### src/rtl/core/height_color_ramp_core_macros.svh
`ifndef HEIGHT_COLOR_RAMP_CORE_MACROS_SVH
`define HEIGHT_COLOR_RAMP_CORE_MACROS_SVH

// same-cycle implication, disabled in reset
`define HCR_ASSERT_IMP(lbl, ante, cons, msg) \
  lbl: assert property (@(posedge clk) disable iff (!rst_n) (ante) |-> (cons)) \
    else $error(msg);

// next-cycle implication, disabled in reset
`define HCR_ASSERT_NEXT(lbl, ante, cons, msg) \
  lbl: assert property (@(posedge clk) disable iff (!rst_n) (ante) |=> (cons)) \
    else $error(msg);

`endif

### src/rtl/core/hcr_pkg.sv
`timescale 1ns / 1ps

package hcr_pkg;

  localparam int H_W     = 16;
  localparam int STEP_W  = 16;
  localparam int CNT_W   = 3;
  localparam int COLOR_W = 24;
  localparam int CH_W    = 8;
  localparam int NUM_W   = 24;
  localparam int IDX_W   = 3;
  localparam int CFG_W   = 24;
  localparam int NCH     = 3;

  // quotient bits resolved per pipeline stage
  localparam int BITS_PER_ST = 2;
  localparam int HDIV_ST     = H_W / BITS_PER_ST;
  localparam int CDIV_ST     = CH_W / BITS_PER_ST;

  localparam logic [IDX_W-1:0] REG_SEGMENT_STEP = 3'd0;
  localparam logic [IDX_W-1:0] REG_COLOR_COUNT  = 3'd1;
  localparam logic [IDX_W-1:0] REG_PALETTE_0    = 3'd2;

  typedef struct packed {
    logic              vld;
    logic [H_W-1:0]    num;
    logic [STEP_W-1:0] rem;
    logic [H_W-1:0]    quo;
  } hdiv_t;

  typedef struct packed {
    logic                       vld;
    logic                       sat;
    logic [COLOR_W-1:0]         satcol;
    logic [NCH-1:0][NUM_W-1:0]  pa;
    logic [NCH-1:0][NUM_W-1:0]  pb;
  } mul_t;

  typedef struct packed {
    logic                       vld;
    logic                       sat;
    logic [COLOR_W-1:0]         satcol;
    logic [NCH-1:0][NUM_W-1:0]  num;
  } sum_t;

  typedef struct packed {
    logic [STEP_W-1:0] rem;
    logic [CH_W-1:0]   low;
    logic [CH_W-1:0]   quo;
  } chdiv_t;

  typedef struct packed {
    logic                  vld;
    logic                  sat;
    logic [COLOR_W-1:0]    satcol;
    chdiv_t [NCH-1:0]      ch;
  } cdiv_t;

  function automatic hdiv_t hdiv_bit(hdiv_t x, logic [STEP_W-1:0] step);
    logic [STEP_W:0] ext;
    hdiv_t           y;
    y     = x;
    ext   = {x.rem, x.num[H_W-1]};
    y.num = {x.num[H_W-2:0], 1'b0};
    if (ext >= {1'b0, step}) begin
      y.rem = STEP_W'(ext - {1'b0, step});
      y.quo = {x.quo[H_W-2:0], 1'b1};
    end else begin
      y.rem = ext[STEP_W-1:0];
      y.quo = {x.quo[H_W-2:0], 1'b0};
    end
    return y;
  endfunction

  function automatic chdiv_t chdiv_bit(chdiv_t x, logic [STEP_W-1:0] step);
    logic [STEP_W:0] ext;
    chdiv_t          y;
    y     = x;
    ext   = {x.rem, x.low[CH_W-1]};
    y.low = {x.low[CH_W-2:0], 1'b0};
    if (ext >= {1'b0, step}) begin
      y.rem = STEP_W'(ext - {1'b0, step});
      y.quo = {x.quo[CH_W-2:0], 1'b1};
    end else begin
      y.rem = ext[STEP_W-1:0];
      y.quo = {x.quo[CH_W-2:0], 1'b0};
    end
    return y;
  endfunction

endpackage

### src/rtl/core/height_color_ramp_core.sv
`timescale 1ns / 1ps

// Height to RGB color ramp. One word per clock: start is taken on every cycle
// (busy stays low) and each result appears on out_valid with its three levels
// for exactly one cycle; the receiver cannot stall it. The pipeline is built
// around two restoring dividers, two quotient bits per stage: an input
// register, 8 stages for height / segment_step, then a multiply stage, an add
// stage, a staging register, 4 stages for the channel divide, and the output
// register. The user must write configuration only while no result is
// pending; the block itself does not enforce this.
`include "height_color_ramp_core_macros.svh"

module height_color_ramp_core
  import hcr_pkg::*;
#(
  parameter int MAX_COLORS = 6
) (
  input  logic               clk,
  input  logic               rst_n,
  input  logic               start,
  output logic               busy,
  input  logic [H_W-1:0]     in_height_sample,
  output logic               out_valid,
  output logic [CH_W-1:0]    out_red_level,
  output logic [CH_W-1:0]    out_green_level,
  output logic [CH_W-1:0]    out_blue_level,
  input  logic               cfg_we,
  input  logic [IDX_W-1:0]   cfg_index,
  input  logic [CFG_W-1:0]   cfg_data
);

  localparam int PW = (MAX_COLORS > 1) ? $clog2(MAX_COLORS) : 1;

  logic [STEP_W-1:0]  segment_step_r;
  logic [CNT_W-1:0]   color_count_r;
  logic [COLOR_W-1:0] palette_r [MAX_COLORS];

  logic [CNT_W-1:0]   cnt_clamp;
  logic [PW-1:0]      last_idx;

  hdiv_t hd_r   [HDIV_ST+1];
  hdiv_t hd_nxt [HDIV_ST+1];
  mul_t  mu_r, mu_nxt;
  sum_t  su_r, su_nxt;
  cdiv_t cd_r   [CDIV_ST+1];
  cdiv_t cd_nxt [CDIV_ST+1];

  logic            out_valid_r, out_valid_nxt;
  logic [CH_W-1:0] red_r, red_nxt;
  logic [CH_W-1:0] green_r, green_nxt;
  logic [CH_W-1:0] blue_r, blue_nxt;

  logic               hd_chk;
  logic               hd_rem_ok;
  logic               cd_chk;
  logic               cd_rem_ok;
  logic               cd_sat;
  logic [COLOR_W-1:0] out_rgb;

  // configuration
  always_ff @(posedge clk) begin
    if (!rst_n) begin
      segment_step_r <= STEP_W'(1);
      color_count_r  <= CNT_W'(6);
      for (int e = 0; e < MAX_COLORS; e++) begin
        palette_r[e] <= '0;
      end
    end else if (cfg_we) begin
      if (cfg_index == REG_SEGMENT_STEP) begin
        segment_step_r <= cfg_data[STEP_W-1:0];
      end
      if (cfg_index == REG_COLOR_COUNT) begin
        color_count_r <= cfg_data[CNT_W-1:0];
      end
      for (int e = 0; e < MAX_COLORS; e++) begin
        if (cfg_index == IDX_W'(int'(REG_PALETTE_0) + e)) begin
          palette_r[e] <= cfg_data[COLOR_W-1:0];
        end
      end
    end
  end

  always_comb begin
    if (color_count_r == '0) begin
      cnt_clamp = CNT_W'(1);
    end else if (color_count_r > CNT_W'(MAX_COLORS)) begin
      cnt_clamp = CNT_W'(MAX_COLORS);
    end else begin
      cnt_clamp = color_count_r;
    end
    last_idx = PW'(cnt_clamp - CNT_W'(1));
  end

  // height / step
  always_comb begin
    hd_nxt[0].vld = start;
    hd_nxt[0].num = in_height_sample;
    hd_nxt[0].rem = '0;
    hd_nxt[0].quo = '0;
    for (int k = 0; k < HDIV_ST; k++) begin
      hd_nxt[k+1] = hd_r[k];
      for (int b = 0; b < BITS_PER_ST; b++) begin
        hd_nxt[k+1] = hdiv_bit(hd_nxt[k+1], segment_step_r);
      end
    end
  end

  // segment lookup and weights
  always_comb begin
    logic [H_W-1:0]    q;
    logic [STEP_W-1:0] r;
    logic [STEP_W-1:0] w_lo;
    logic [PW-1:0]     idx;
    logic [PW-1:0]     idx_hi;
    logic [COLOR_W-1:0] lo;
    logic [COLOR_W-1:0] hi;
    q      = hd_r[HDIV_ST].quo;
    r      = hd_r[HDIV_ST].rem;
    w_lo   = segment_step_r - r;
    idx    = q[PW-1:0];
    idx_hi = (idx == PW'(MAX_COLORS - 1)) ? idx : idx + PW'(1);
    lo     = palette_r[idx];
    hi     = palette_r[idx_hi];
    mu_nxt.vld    = hd_r[HDIV_ST].vld;
    mu_nxt.sat    = (segment_step_r == '0) || (q >= H_W'(last_idx));
    mu_nxt.satcol = palette_r[last_idx];
    for (int c = 0; c < NCH; c++) begin
      mu_nxt.pa[c] = NUM_W'(lo[CH_W*c +: CH_W]) * NUM_W'(w_lo);
      mu_nxt.pb[c] = NUM_W'(hi[CH_W*c +: CH_W]) * NUM_W'(r);
    end
  end

  always_comb begin
    su_nxt.vld    = mu_r.vld;
    su_nxt.sat    = mu_r.sat;
    su_nxt.satcol = mu_r.satcol;
    for (int c = 0; c < NCH; c++) begin
      su_nxt.num[c] = mu_r.pa[c] + mu_r.pb[c];
    end
  end

  // channel / step, quotient known to fit 8 bits
  always_comb begin
    cd_nxt[0].vld    = su_r.vld;
    cd_nxt[0].sat    = su_r.sat;
    cd_nxt[0].satcol = su_r.satcol;
    for (int c = 0; c < NCH; c++) begin
      cd_nxt[0].ch[c].rem = su_r.num[c][NUM_W-1:CH_W];
      cd_nxt[0].ch[c].low = su_r.num[c][CH_W-1:0];
      cd_nxt[0].ch[c].quo = '0;
    end
    for (int k = 0; k < CDIV_ST; k++) begin
      cd_nxt[k+1] = cd_r[k];
      for (int c = 0; c < NCH; c++) begin
        for (int b = 0; b < BITS_PER_ST; b++) begin
          cd_nxt[k+1].ch[c] = chdiv_bit(cd_nxt[k+1].ch[c], segment_step_r);
        end
      end
    end
  end

  always_comb begin
    out_valid_nxt = cd_r[CDIV_ST].vld;
    if (cd_r[CDIV_ST].sat) begin
      red_nxt   = cd_r[CDIV_ST].satcol[23:16];
      green_nxt = cd_r[CDIV_ST].satcol[15:8];
      blue_nxt  = cd_r[CDIV_ST].satcol[7:0];
    end else begin
      red_nxt   = cd_r[CDIV_ST].ch[2].quo;
      green_nxt = cd_r[CDIV_ST].ch[1].quo;
      blue_nxt  = cd_r[CDIV_ST].ch[0].quo;
    end
  end

  always_ff @(posedge clk) begin
    if (!rst_n) begin
      for (int k = 0; k <= HDIV_ST; k++) begin
        hd_r[k].vld <= 1'b0;
      end
      mu_r.vld <= 1'b0;
      su_r.vld <= 1'b0;
      for (int k = 0; k <= CDIV_ST; k++) begin
        cd_r[k].vld <= 1'b0;
      end
      out_valid_r <= 1'b0;
    end else begin
      for (int k = 0; k <= HDIV_ST; k++) begin
        hd_r[k] <= hd_nxt[k];
      end
      mu_r <= mu_nxt;
      su_r <= su_nxt;
      for (int k = 0; k <= CDIV_ST; k++) begin
        cd_r[k] <= cd_nxt[k];
      end
      out_valid_r <= out_valid_nxt;
      red_r       <= red_nxt;
      green_r     <= green_nxt;
      blue_r      <= blue_nxt;
    end
  end

  assign busy            = 1'b0;
  assign out_valid       = out_valid_r;
  assign out_red_level   = red_r;
  assign out_green_level = green_r;
  assign out_blue_level  = blue_r;

  assign hd_chk    = hd_r[HDIV_ST].vld && (segment_step_r != '0);
  assign hd_rem_ok = hd_r[HDIV_ST].rem < segment_step_r;
  assign cd_chk    = cd_r[CDIV_ST].vld && !cd_r[CDIV_ST].sat;
  assign cd_sat    = cd_r[CDIV_ST].vld && cd_r[CDIV_ST].sat;
  assign cd_rem_ok = (cd_r[CDIV_ST].ch[0].rem < segment_step_r) &&
                     (cd_r[CDIV_ST].ch[1].rem < segment_step_r) &&
                     (cd_r[CDIV_ST].ch[2].rem < segment_step_r);
  assign out_rgb   = {out_red_level, out_green_level, out_blue_level};

  `HCR_ASSERT_IMP(a_hdiv_rem, hd_chk, hd_rem_ok, "height remainder not below step")
  `HCR_ASSERT_IMP(a_cdiv_rem, cd_chk, cd_rem_ok, "channel remainder not below step")
  `HCR_ASSERT_NEXT(a_sat_out, cd_sat, out_valid && (out_rgb == palette_r[last_idx]), "bad sat word")

endmodule
### config.mk
export PLATFORM = sky130hd
export DESIGN_NAME = height_color_ramp_core
export DESIGN_NICKNAME = d
export VERILOG_FILES = /design/src/rtl/core/hcr_pkg.sv /design/src/rtl/core/height_color_ramp_core.sv
export VERILOG_INCLUDE_DIRS = /design/src /design/src/rtl/core
export SDC_FILE = /design/constraint.sdc
export NUM_CORES = 2
export LEC_CHECK = 0
export ABC_CLOCK_PERIOD_IN_PS = 11800
export BUFFER_PORTS_ARGS = -buffer_cell sky130_fd_sc_hd__buf_2
export CORE_MARGIN = 4
export CORE_UTILIZATION = 65
export DETAILED_ROUTE_END_ITERATION = 6
export PLACE_DENSITY = 0.83
export RECOVER_POWER = 100
export SLEW_MARGIN = 15
export SYNTH_ARGS = -nofsm -noshare
export SYNTH_HDL_FRONTEND = slang
export SYNTH_SLANG_ARGS = --single-unit
### constraint.sdc
create_clock -name clk -period 11.8 [get_ports clk]
set_clock_uncertainty 0.15 [all_clocks]
set_input_delay 1.18 -clock clk [delete_from_list [all_inputs] [get_ports clk]]
set_output_delay 1.18 -clock clk [all_outputs]
set_load 0.005 [all_outputs]
After elaboration in Yosys (flattened, before gate mapping)
Memories as Yosys holds them, arrays and structs flattened. A register that Yosys moved wholly into a read port is not among the register bits.
Index checks and enable logic that the tools add are counted.

word-level totals
  flip-flop bits (word level) = 288
  latch bits = 0
  memory bits (writable) = 1195
  memory bits (read-only) = 0
  input port bits = 47
  output and inout port bits = 26
  word-level logic and storage cells = 267
  memories kept = 3

operators by class
  $add $sub $neg = 46
  $mul = 6
  div/mod/pow operators = 0
  magnitude comparators = 42
  eq/ne operators = 8
  shifts and indexed selects = 0
  mux-type cells = 116
  bitwise logic cells = 20
  reduce and logical (&&, ||, !) cells = 6

memory list
  memory     depth  width  read ports  clocked after Yosys merged registers in  write ports  RTL line                      source
  cd_r       5      122    5           0                                        5            height_color_ramp_core.sv:45  cdiv_t cd_r [CDIV_ST+1];
  hd_r       9      49     9           0                                        9            height_color_ramp_core.sv:41  hdiv_t hd_r [HDIV_ST+1];
  palette_r  6      24     3           1                                        6            height_color_ramp_core.sv:36  logic [COLOR_W-1:0] palette_r [MAX_COLORS];

operators with widths
  cell                 number
  $ge 17x16->1         40
  $sub 16x16->16       41
  $mux 32              16
  $mux 16              24
  $mul 8x16->24        6
  $mux 24              6
  $add 24x24->24       3
  $mux 1               64
  $mux 8               3
  $or 1x1->1           20
  $ge 16x3->1          1
  $logic_not 16->1     1
  $eq 3x3->1 const B   5
  $mux 3               3
  $eq 3x2->1 const B   2
  $logic_not 3->1      2
  $reduce_and 2->1     2
  $add 3x1->3 const B  1
  $eq 3x1->1 const B   1
  $gt 3x3->1 const B   1
  $sub 3x1->3 const B  1
  $logic_or 1x1->1     1

Depth between registers and ports, before layout
  word-level depth = 6
  depth in mapped cells = 31
  gate-level depth less buffers = 28

Worst setup path before layout
Ideal clock, no wire load.

  kind = reg2reg
  start point = register segment_step_r[1]
  end point = register mu_r[95] (netlist bit), data pin
  library setup time = 0.260 ns
  arrival time = 8.557 ns
  data required time = 11.390 ns
  slack = 2.834 ns
  cell stages (with the launch flop) = 27
  buffers on the path = 0
  clock period less this slack = 8.966 ns
  path through = dfxtp_1 -> inv_1 -> fa_1 -> nor2b_1 -> o21ai_0 -> nand2b_1 -> a21o_1 -> a31o_2 -> a21oi_1 -> xor2_1 -> or2_2 -> fa_1 -> inv_1 -> fa_1 -> fa_1 -> inv_1 -> fa_1 -> inv_1 -> ha_1 -> a21o_1 -> or4_1 -> o211ai_1 -> a21oi_1 -> o311ai_0 -> nand2_1 -> a31oi_1 -> xnor2_1

RTL lines
  element                   RTL line                       source
  start: declaration        height_color_ramp_core.sv:34   logic [STEP_W-1:0] segment_step_r;
  start signal: assignment  height_color_ramp_core.sv:70   segment_step_r <= cfg_data[STEP_W-1:0];
  end signal: assignment    height_color_ramp_core.sv:190  mu_r <= mu_nxt;
  end: declaration          height_color_ramp_core.sv:43   mul_t mu_r, mu_nxt;

==> impl_metrics.toml <==
[finish]
mostFrequentLayoutCells = "edfxtp_1 (1,143), nor2_1 (1,140), ha_1 (980)"
finish.instance_area_sq_um = 112000
stdcell_count = 12600
multi_input_area_sq_um = 65000
regArea_sq_um = 35000
syn2layout_area_growth_pct = 7.12
nFillCells = 11600
drive_gt1_share_pct = 8.30
nets = 12000
final_common_cell = "edfxtp_1"

[timing]
maxSlewViolCount = 1093
max_slew.worst_pin.slew_ns = 7.48
slew_headroom_pct = -399
post-route-period-util_pct = 83.0
min_period_ns = 9.79
fin_ws_ns = 2.01
hold_viol_final = 0
setup_viol = 0
fmax_mhz = 102
grt_setup_unrepaired = "no"
fin_tns_setup_ns = 0

[setup_path]
cp_cell_sequence = "clkbuf_1 -> buf_4 -> mux4_2 -> o21ai_0 -> nor2_1 -> fa_1 -> inv_1 -> fa_1 -> inv_1 -> fa_1 -> fa_1 -> ha_1 -> a21oi_1 -> nor2b_1 -> nor4_1 -> o21bai_1 -> a41oi_1 -> a31oi_1 -> a211oi_1 -> a21oi_1 -> xnor2_1"
critical-path-max-stage-delay_ns = 1.84
slowest_stage = "o21ai_0"
required_ns = 12.17
critPathLaunchType = "flip-flop"
worstPathMaxFanout = 28
crit_type = "flip-flop to flip-flop"
endpoint_kind = "flip-flop"
arrival_ns = 10.16
cp_common_cell = "fa_1"

[clock_network]
postCtsSetupRepairBufs = 0
clkSinkCount = 1179
htreeDepth = 4
cts_resized = 0
cts_tree = "done"
cts_buffer_depth = 3
clock_latency_ns = 0.79
hold_buffers = 0
clk_pin_slew_ns = 0.06
clock-root-buffer = "clkbuf_16"
cts_buffers = 133

[place]
dp.cells = 12400
place.gp.congestion = 0.954
portBuffers = 71
dpl-instance-area_sq_um = 107000
dp_worst_setup_slack_ns = 3.41
dpl.hpwl_mm = 199

[outcome]
status = "finished with violations"
violations = "DRC, capacitance limit, slew limit"

[die]
chipWidth_um = 408
placementRows = 146
io_pins = 73
fp.dieH_um = 408
start_util_pct = 65.6
dieArea_sq_um = 167000
placeableCoreArea_sq_um = 159000

[synth]
synth_nets = 12000
ys_warn_count = 0
synth.avg_cell_area_sq_um = 9.99
syn-cell-area_sq_um = 104000
synth_edf_count = 1143
synth_ff_type = "edfxtp_1"
ys_types = 109
async_reset_ff_share_pct = 0
syn_inst = 10400
ys_seq_area_share_pct = 33.6
yosys_register_bits = 1179

[drt]
highest_layer = "met5"
totalWireLength_mm = 276
drc_errors = 4
drt-met1-wl_mm = 113
wl_per_cell_um = 21.8
vias = 80000
met2_length_mm = 123
ant_nets = 0
viasPerCell = 6.34
first_iter_violations = 7621
first_pass_iters = 7
dr_wl_met3_mm = 25.3

[global_routing]
track_usage_pct = 32.6
antenna_found_initial = 10
grt_pass1_wl_mm = 433
overflow = 0
grt_pass1_vias = 79300
grt_start_max_net_pins = 185

[hold_path]
hold_class = "flip-flop to flip-flop"

[flow_run]
maxCapViolCount = 17
[layout make-up]
type,count,area share [%]
multi-input combinational,8097,58.3
antenna,5,0.0112
clock inverter,84,0.915
timing repair buffer,206,1.19
inverter,828,2.79
sequential,1179,31.4
tap,2072,2.32
clock buffer,161,3.09
[sequential cells by signal, indices dropped and copies added (netlist names)]
register / flops
cd_nxt: 98
cd_r: 442
color_count_r: 3
hd_r: 281
mu_r: 170
out_blue_level: 8
out_green_level: 8
out_red_level: 8
out_valid: 1
palette_r: 144
segment_step_r: 16
[per-layer routing]
metal | up-vias | global-route usage, %
met5 | - | 0
met4 | 8 | 14.9
met3 | 703 | 6.00
met2 | 3664 | 51.2
met1 | 38700 | 44.4
li1 | 37000 | -
[cells in the mapped netlist, types with 49 or more instances]
cell | n | area, sq um
a211oi_1 | 85 | 638
a21o_1 | 208 | 1560
a21oi_1 | 559 | 2800
and2_1 | 654 | 4090
and3_1 | 66 | 413
clkbuf_1 | 265 | 995
edfxtp_1 | 1143 | 34300
fa_1 | 544 | 10900
ha_1 | 980 | 12300
inv_1 | 819 | 3070
mux2_2 | 198 | 2230
mux2i_1 | 238 | 2380
mux4_2 | 72 | 1620
nand2_1 | 597 | 2240
nand2b_1 | 121 | 757
nand3_1 | 190 | 951
nand4_1 | 87 | 544
nor2_1 | 1142 | 4290
nor2b_1 | 126 | 788
nor3_1 | 156 | 781
o211ai_1 | 49 | 368
o21a_1 | 151 | 1130
o21ai_0 | 463 | 2320
o21bai_1 | 62 | 465
o31ai_1 | 60 | 450
or2_2 | 113 | 707
or3_1 | 70 | 438
xnor2_1 | 403 | 3530
xor2_1 | 179 | 1570
[critical path: cells and delay by family (launching register included)]
family	cells	cell delay (ns)
and+or+nand+nor	3	0.53
adders and majority gates	5	2.40
DFF	1	0.32
AOI/OAI and AO/OA	7	3.21
muxes	1	0.57
buffers and inverters	4	2.14
xor gates and xnor gates	1	0.15
[kinds of logic after synthesis]
logic type                 synth area share [%]
and+or+nand+nor                            16.1
AOI/OAI and AO/OA                          12.8
adders and majority gates                  22.2
DFF                                        33.6
buffers and inverters                      4.29
xor gates and xnor gates                   4.89
muxes                                      5.98
other                                   0.00360
[path summary, 6_finish.rpt]
check,cells after the start,slack (ns),from,endpoint
setup reg to reg,21,2.01,hd_r[0][392]$_DFFE_PP_,mu_r[119]$_DFFE_PP_
hold / removal,0,0.27,mu_r[149]$_DFFE_PP_,cd_nxt[589]$_DFFE_PP_
hold reg to reg,0,0.27,mu_r[149]$_DFFE_PP_,cd_nxt[589]$_DFFE_PP_
setup / recovery,21,2.01,hd_r[0][392]$_DFFE_PP_,mu_r[119]$_DFFE_PP_
[stage by stage]
stage	utilization [%]	hold slack (ns)
2_1_floorplan	-	0.250
3_3_place_gp	67.5	0.251
3_5_place_dp	67.5	0.255
4_1_cts	70.3	0.262
5_1_grt	70.2	0.273
6_report	70.2	0.269
Power is not shown: default switching activity piles up to over one toggle a cycle in this logic, so the estimate is an artifact.
